==> src/sv/shortest_path_relaxation_engine_assert.svh <==
// Assertion macros shared by the shortest path relaxation engine modules.
// Depends on nothing; each macro takes a label, a clock, a reset, an antecedent and a consequent.
`ifndef SHORTEST_PATH_RELAXATION_ENGINE_ASSERT_SVH
`define SHORTEST_PATH_RELAXATION_ENGINE_ASSERT_SVH

// The consequent must hold in the same cycle as the antecedent.
`define SPRE_ASSERT_IMP(label, clk, rst_n, ante, cons) \
	label: assert property (@(posedge clk) disable iff (!rst_n) (ante) |-> (cons)) \
		else $error("assertion failed");

// The consequent must hold in the cycle after the antecedent.
`define SPRE_ASSERT_NEXT(label, clk, rst_n, ante, cons) \
	label: assert property (@(posedge clk) disable iff (!rst_n) (ante) |=> (cons)) \
		else $error("assertion failed");

`endif

==> src/sv/spre_pkg.sv <==
// Package of the shortest path relaxation engine: controller states, register
// indexes and the command and status structs. Depends on nothing.
package spre_pkg;

	localparam logic [0:0] CFG_VERTEX_COUNT  = 1'b0;
	localparam logic [0:0] CFG_SOURCE_VERTEX = 1'b1;

	localparam logic KIND_DISTANCE = 1'b0;
	localparam logic KIND_CYCLE    = 1'b1;

	typedef enum logic [3:0] {
		ST_LOAD,
		ST_INIT,
		ST_RELAX_RD,
		ST_RELAX_DV,
		ST_RELAX_WB,
		ST_CHECK_RD,
		ST_CHECK_DV,
		ST_CHECK_EV,
		ST_WALK_RD,
		ST_WALK_EV,
		ST_CYC_HEAD,
		ST_CYC_BODY,
		ST_CYC_TAIL,
		ST_DIST_OUT
	} state_t;

	// Commands from the controller to the datapath.
	typedef struct packed {
		logic init;          // clear vertex state, seed the source
		logic edge_rd;       // read edge store at edge index
		logic vert_rd;       // read tail and head vertex entries
		logic relax_wr;      // commit a relaxation if one applies
		logic edge_clr;      // reset edge index
		logic edge_inc;      // advance edge index
		logic pass_clr;      // reset pass counter
		logic pass_inc;      // advance pass counter
		logic walk_start;    // begin parent walk at the failing head
		logic walk_step;     // push current walk vertex and follow its parent
		logic walk_rd;       // latch the closing vertex of the walk
		logic out_cyc_head;
		logic out_cyc_body;
		logic out_cyc_tail;
		logic out_dist;
		logic load_clr;      // empty edge store after a run
	} cmd_t;

	// Status from the datapath to the controller.
	typedef struct packed {
		logic edges_empty;
		logic one_vertex;    // only one vertex in use, so there are no relaxation passes
		logic edge_last;     // edge index is at the last stored edge
		logic pass_last;     // current pass is the last relaxation pass
		logic relaxable;     // edge under test can be relaxed
		logic walk_end;      // walk cannot continue
		logic body_done;     // cycle body has reached the closing vertex
		logic dist_last;     // distance output is at the last vertex
	} stat_t;

endpackage

==> src/sv/spre_ctrl.sv <==
// Controller of the shortest path relaxation engine: sequences loading,
// relaxation passes, check pass, cycle walk and output. Uses spre_pkg.
`include "shortest_path_relaxation_engine_assert.svh"
module spre_ctrl (
	input  logic            clk,
	input  logic            arst_n,
	input  logic            start,
	input  logic            last_edge,
	input  spre_pkg::stat_t stat,
	output logic            busy,
	output spre_pkg::cmd_t  cmd
);
	spre_pkg::state_t state_q, state_d;

	always_ff @(posedge clk or negedge arst_n) begin
		if (!arst_n) state_q <= spre_pkg::ST_LOAD;
		else state_q <= state_d;
	end

	always_comb begin
		state_d = state_q;
		cmd     = '0;
		busy    = 1'b1;
		unique case (state_q)
			spre_pkg::ST_LOAD: begin
				busy = 1'b0;
				if (start && last_edge) state_d = spre_pkg::ST_INIT;
			end
			spre_pkg::ST_INIT: begin
				cmd.init     = 1'b1;
				cmd.edge_clr = 1'b1;
				cmd.pass_clr = 1'b1;
				if (stat.edges_empty) state_d = spre_pkg::ST_DIST_OUT;
				else if (stat.one_vertex) state_d = spre_pkg::ST_CHECK_RD;
				else state_d = spre_pkg::ST_RELAX_RD;
			end
			spre_pkg::ST_RELAX_RD: begin
				cmd.edge_rd = 1'b1;
				state_d = spre_pkg::ST_RELAX_DV;
			end
			spre_pkg::ST_RELAX_DV: begin
				cmd.vert_rd = 1'b1;
				state_d = spre_pkg::ST_RELAX_WB;
			end
			spre_pkg::ST_RELAX_WB: begin
				// The compare is registered at the end of this cycle; the commit follows.
				state_d = spre_pkg::ST_CHECK_EV;
			end
			spre_pkg::ST_CHECK_EV: begin
				cmd.relax_wr = 1'b1;
				if (stat.edge_last) begin
					cmd.edge_clr = 1'b1;
					if (stat.pass_last) state_d = spre_pkg::ST_CHECK_RD;
					else begin
						cmd.pass_inc = 1'b1;
						state_d = spre_pkg::ST_RELAX_RD;
					end
				end else begin
					cmd.edge_inc = 1'b1;
					state_d = spre_pkg::ST_RELAX_RD;
				end
			end
			spre_pkg::ST_CHECK_RD: begin
				cmd.edge_rd = 1'b1;
				state_d = spre_pkg::ST_CHECK_DV;
			end
			spre_pkg::ST_CHECK_DV: begin
				cmd.vert_rd = 1'b1;
				state_d = spre_pkg::ST_WALK_RD;
			end
			spre_pkg::ST_WALK_RD: begin
				// Check pass evaluation of the edge under test.
				if (stat.relaxable) begin
					cmd.walk_start = 1'b1;
					state_d = spre_pkg::ST_WALK_EV;
				end else if (stat.edge_last) begin
					state_d = spre_pkg::ST_DIST_OUT;
				end else begin
					cmd.edge_inc = 1'b1;
					state_d = spre_pkg::ST_CHECK_RD;
				end
			end
			spre_pkg::ST_WALK_EV: begin
				if (stat.walk_end) begin
					cmd.walk_rd = 1'b1;
					state_d = spre_pkg::ST_CYC_HEAD;
				end else cmd.walk_step = 1'b1;
			end
			spre_pkg::ST_CYC_HEAD: begin
				cmd.out_cyc_head = 1'b1;
				state_d = spre_pkg::ST_CYC_BODY;
			end
			spre_pkg::ST_CYC_BODY: begin
				if (stat.body_done) state_d = spre_pkg::ST_CYC_TAIL;
				else cmd.out_cyc_body = 1'b1;
			end
			spre_pkg::ST_CYC_TAIL: begin
				cmd.out_cyc_tail = 1'b1;
				cmd.load_clr = 1'b1;
				state_d = spre_pkg::ST_LOAD;
			end
			spre_pkg::ST_DIST_OUT: begin
				cmd.out_dist = 1'b1;
				if (stat.dist_last) begin
					cmd.load_clr = 1'b1;
					state_d = spre_pkg::ST_LOAD;
				end
			end
			default: state_d = spre_pkg::ST_LOAD;
		endcase
	end

	`SPRE_ASSERT_NEXT(a_run_starts, clk, arst_n, !busy && start && last_edge,
		state_q == spre_pkg::ST_INIT)
	`SPRE_ASSERT_IMP(a_one_output, clk, arst_n, 1'b1,
		$onehot0({cmd.out_cyc_head, cmd.out_cyc_body, cmd.out_cyc_tail, cmd.out_dist}))
	`SPRE_ASSERT_IMP(a_idle_quiet, clk, arst_n, !busy, cmd == '0)
endmodule

==> config.mk <==
export PLATFORM = sky130hd
export DESIGN_NAME = spre_ctrl
export DESIGN_NICKNAME = d
export VERILOG_FILES = /design/src/sv/spre_pkg.sv /design/src/sv/spre_ctrl.sv
export VERILOG_INCLUDE_DIRS = /design/src /design/src/sv
export SDC_FILE = /design/constraint.sdc
export NUM_CORES = 1
export LEC_CHECK = 0
export BUFFER_PORTS_ARGS = -buffer_cell sky130_fd_sc_hd__buf_2
export CORE_AREA = 8 8 45 47
export CTS_CLUSTER_DIAMETER = 30
export DETAILED_ROUTE_END_ITERATION = 8
export DIE_AREA = 0 0 53 55
export PLACE_DENSITY = 0.73
export SYNTH_ARGS = -nofsm -noshare
export SYNTH_HDL_FRONTEND = slang
export SYNTH_SLANG_ARGS = --single-unit
==> constraint.sdc <==
create_clock -name clk -period 1.84 [get_ports clk]
set_input_delay 0.276 -clock clk [delete_from_list [all_inputs] [get_ports clk]]
set_output_delay 0.276 -clock clk [all_outputs]
set_load 0.02 [all_outputs]
### Word-level counts from Yosys, hierarchy flattened

Cells that the tools add are included.

* equal/unequal tests: 17
* multiplexer cells: 36
* reductions and logical operators: 5

Operators with widths (number)
* $pmux W4 S13: 1
* $mux W4: 7
* $eq A4 B4 Y1 const B: 6
* $mux W1: 21
* $eq A4 B3 Y1 const B: 4
* $mux W3: 3
* $eq A4 B2 Y1 const B: 2
* $ne A2 B2 Y1 const B: 4
* $pmux W1 S2: 3
* $eq A4 B1 Y1 const B: 1
* $logic_not A4 Y1: 1
* $reduce_and A4 Y1: 1
* $reduce_or A2 Y1: 2
* $mux W2: 1
* $logic_and A1 B1 Y1: 1

* register bits after elaboration: 4
* input port bits: 12
* output and inout port bits: 17
* logic and storage cells: 59

### Logic depth before layout (Yosys ltp)

* depth after elaboration: 3
* gate-level depth with buffers: 6
* gate-level depth less buffers: 4

### Worst setup path before layout

No wires, ideal clock.

* kind: register to output
* start point: register state_q[1]
* end point: output cmd[15] (netlist name)
* data arrival time: 1.543 ns
* data required time: 1.564 ns
* path slack: 0.021 ns
* stages on the path, launching flop included: 6
* buffers on the path: 3
* cell sequence: dfrtp_1 buf_2 nand2b_1 buf_2 nor3_1 buf_4

RTL lines
* start, declared: RTL line spre_ctrl.sv:13 `spre_pkg::state_t state_q, state_d;`
* start signal, assigned: RTL line spre_ctrl.sv:16 `if (!arst_n) state_q <= spre_pkg::ST_LOAD;`
* start signal, assigned: RTL line spre_ctrl.sv:17 `else state_q <= state_d;`
* end, declared: RTL line spre_ctrl.sv:11 `output spre_pkg::cmd_t cmd`

==> metrics.cfg <==
[global_routing]
grt_overflow_total = 0
grt_pass1_wl_mm = 3.06
grt_pass1_vias = 693
grt_usage = 0.139
grt_max_degree = 12
antenna_found_initial = 0

[power]
power.total_mw = 1.36
power_leakage_nw = 0.397
power_density_mw_per_mm2 = 1720
irDropWorstVdd_uv = 859

[worst_setup_path]
crit_required_ns = 1.56
slowest_delay_ns = 0.42
endpoint_kind = output port
crit-reg2reg-capture = state_q[1]
critPathSlowestCell = dfrtp_2
r2r_start = state_q[2]
worstPathArrival_ns = 1.53
worst_setup_path_start_kind = register
rrSetupSlack_ns = 0.26
cp_cell_sequence = nand2b_4 -> or4_4 -> a21oi_2 -> buf_4
cp-startpoint = state_q[2]
crit_type = register to output port
critical_path.max_fanout = 4
r2r_cells = 5

[sta]
skew_ns = 0.00496
slew_violations = 0
maxClockFrequency_ghz = 0.555
worstMarginPinSlew_ns = 0.262
finalSetupViolCount = 0
min_period_ns = 1.80
period_share = 0.979
holdWs_ns = 0.363
timing.final.ws_setup_ns = 0.0388
rsz0062_at_grt = no
max-slew-margin-rel = 0.825
finalHoldViolCount = 0
fin_setup_tns_ns = 0

[detailed_routing]
num_vias = 714
dr.pass1.iters = 4
drt-initial-drc-count = 17
post_drt_via_cell_ratio = 5.62
detail-route-antenna-nets = 0
wl_per_cell_um = 15.1
wirelength_mm = 1.92
drc_errors = 0

[clocking]
cts_buffer_depth = 2
clk_latency_ns = 0.24
cts-root-buf = clkbuf_4
h-tree-depth = 1
numCtsBuffers = 3
clock-sinks = 4
clkTransAtPathRegs_ns = 0.04
cts_tree = built

[finish]
syn_to_final_growth_pct = 47.9
post-route-cell-area_sq_um = 792
largest_reg_flops = 4
layout.nets = 125
top_register = state_q
top_regs = state_q x4
instances_no_fill = 127
diodes = 0
fin_util = 0.572
fill_cells = 144
drive_gt1_frac = 0.495

[logic_synthesis]
synth_cells = 78
yosysWarnings = 0
ys_seq_area_frac = 0.187
ys_seq_elements = 4
ys_top_cells_by_area = dfrtp_1 19%, nor2_1 8.4%, buf_2 6.5%
synth.distinct_cells = 34
synth_area_leader_cell = dfrtp_1
avgSynthCellArea_sq_um = 6.87
syn_nets = 90
synth_top_area_frac = 0.187
syn-cell-area_sq_um = 536

[run_status]
status = finished clean

[place]
placed_area_sq_um = 706
gp_congestion = 0.934
portBuffers = 28
dp_hpwl_mm = 1.40
dp_worst_setup_slack_ns = 0.214
dp.cells = 121

[run]
drv_cap = 0

[die]
core_area_sq_mm = 0.00138
die_h_um = 55
die_w_um = 53
start_util = 0.387
fp-row-count = 14
ios = 29
die-area_sq_mm = 0.00292

[worst_hold_path]
worstHoldPathType = primary input to asynchronous set/reset pin

[layout by cell type (no fill, tap or decap), drive strengths merged, types with 2 or more instances in the layout]
cell type / Yosys / final
a21oi: 3 / 3
buf: 8 / 37
clkbuf: 0 / 3
dfrtp: 4 / 4
inv: 4 / 4
nand2: 3 / 3
nand2b: 4 / 4
nand3: 4 / 4
nor2: 12 / 12
nor2b: 2 / 2
nor3: 7 / 7
nor3b: 4 / 4
o21ai: 4 / 4
or4: 2 / 2
[cells by family after synthesis]
| group | Yosys count | synth area share |
|---|---|---|
| muxes | 1 | 0.0187 |
| AOI/OAI and AO/OA | 16 | 0.208 |
| buffers and inverters | 12 | 0.107 |
| and+or+nand+nor | 44 | 0.463 |
| xor gates and xnor gates | 1 | 0.0164 |
| DFF | 4 | 0.187 |
[cell type report]
cell class / count / area (sq um) / area share
well taps: 16 / 20.0 / 0.0253
multi-input cells: 62 / 410 / 0.518
clock buffers: 3 / 22.5 / 0.0284
inverters: 4 / 15.0 / 0.0190
repair buffers: 38 / 220 / 0.278
flip-flops and latches: 4 / 104 / 0.131
[Yosys cell counts]
master    count
a31oi_1       1
or4_1         1
o21ba_2       1
or3_1         1
o21ai_1       3
inv_1         4
o21bai_1      1
mux2i_1       1
o21ai_0       1
nor4_1        1
nor3_1        7
or4_4         1
nor2_1       12
and3_1        1
dfrtp_1       4
a21oi_1       3
nand2_1       3
o32ai_1       1
o221ai_1      1
nand2b_1      4
a21bo_2       1
a211oi_1      1
nor3b_1       4
o211a_1       1
buf_2         7
a21o_1        1
nor2b_1       2
or2b_1        1
nand3_2       1
buf_4         1
nand3_1       3
nor4b_1       1
nor4bb_1      1
xnor2_1       1
[power by group]
group	switching, mW	total (mW)	internal [mW]	leakage (nW)
combinational	0.586	1.04	0.450	0.338
sequential	0.0768	0.216	0.139	0.0457
clock	0.0380	0.111	0.0731	0.0138
[metal layers]
metal / routed length, um / global-route usage / vias to the layer above / part of all wire
li1: - / - / 340 / -
met1: 776 / 0.153 / 339 / 0.41
met2: 947 / 0.238 / 28 / 0.49
met3: 146 / 0.0374 / 7 / 0.076
met4: 44 / 0.0776 / 0 / 0.023
met5: 0 / 0 / - / 0
[timing repair]
item / CTS / global route
buffers inserted: 2 / 0
hold buffers: 1 / 0
gates resized for setup: 3 / 9
pin swaps: 0 / 0
endpoints found under the setup margin: 2 / 6
hold endpoints to repair: 4 / 0
[how the worst max path moves through the flow]
stage                         end  slack (ns)  depth (start not counted)
after floorplan           cmd[15]        0.02                          5
after global routing      cmd[10]        0.02                          4
after CTS                 cmd[10]        0.02                          4
after detailed placement   cmd[8]        0.21                          5
final                     cmd[10]        0.04                          4
after global placement    cmd[10]        0.25                          4
[critical path, delay by kind of cell, from the launching register on]
| family | cells | cell delay (ns) |
|---|---|---|
| flops | 1 | 0.42 |
| compound gates | 1 | 0.14 |
| simple gates | 2 | 0.57 |
| buf+inv | 1 | 0.15 |
No activity file was read; power rests on OpenSTA's default activity.
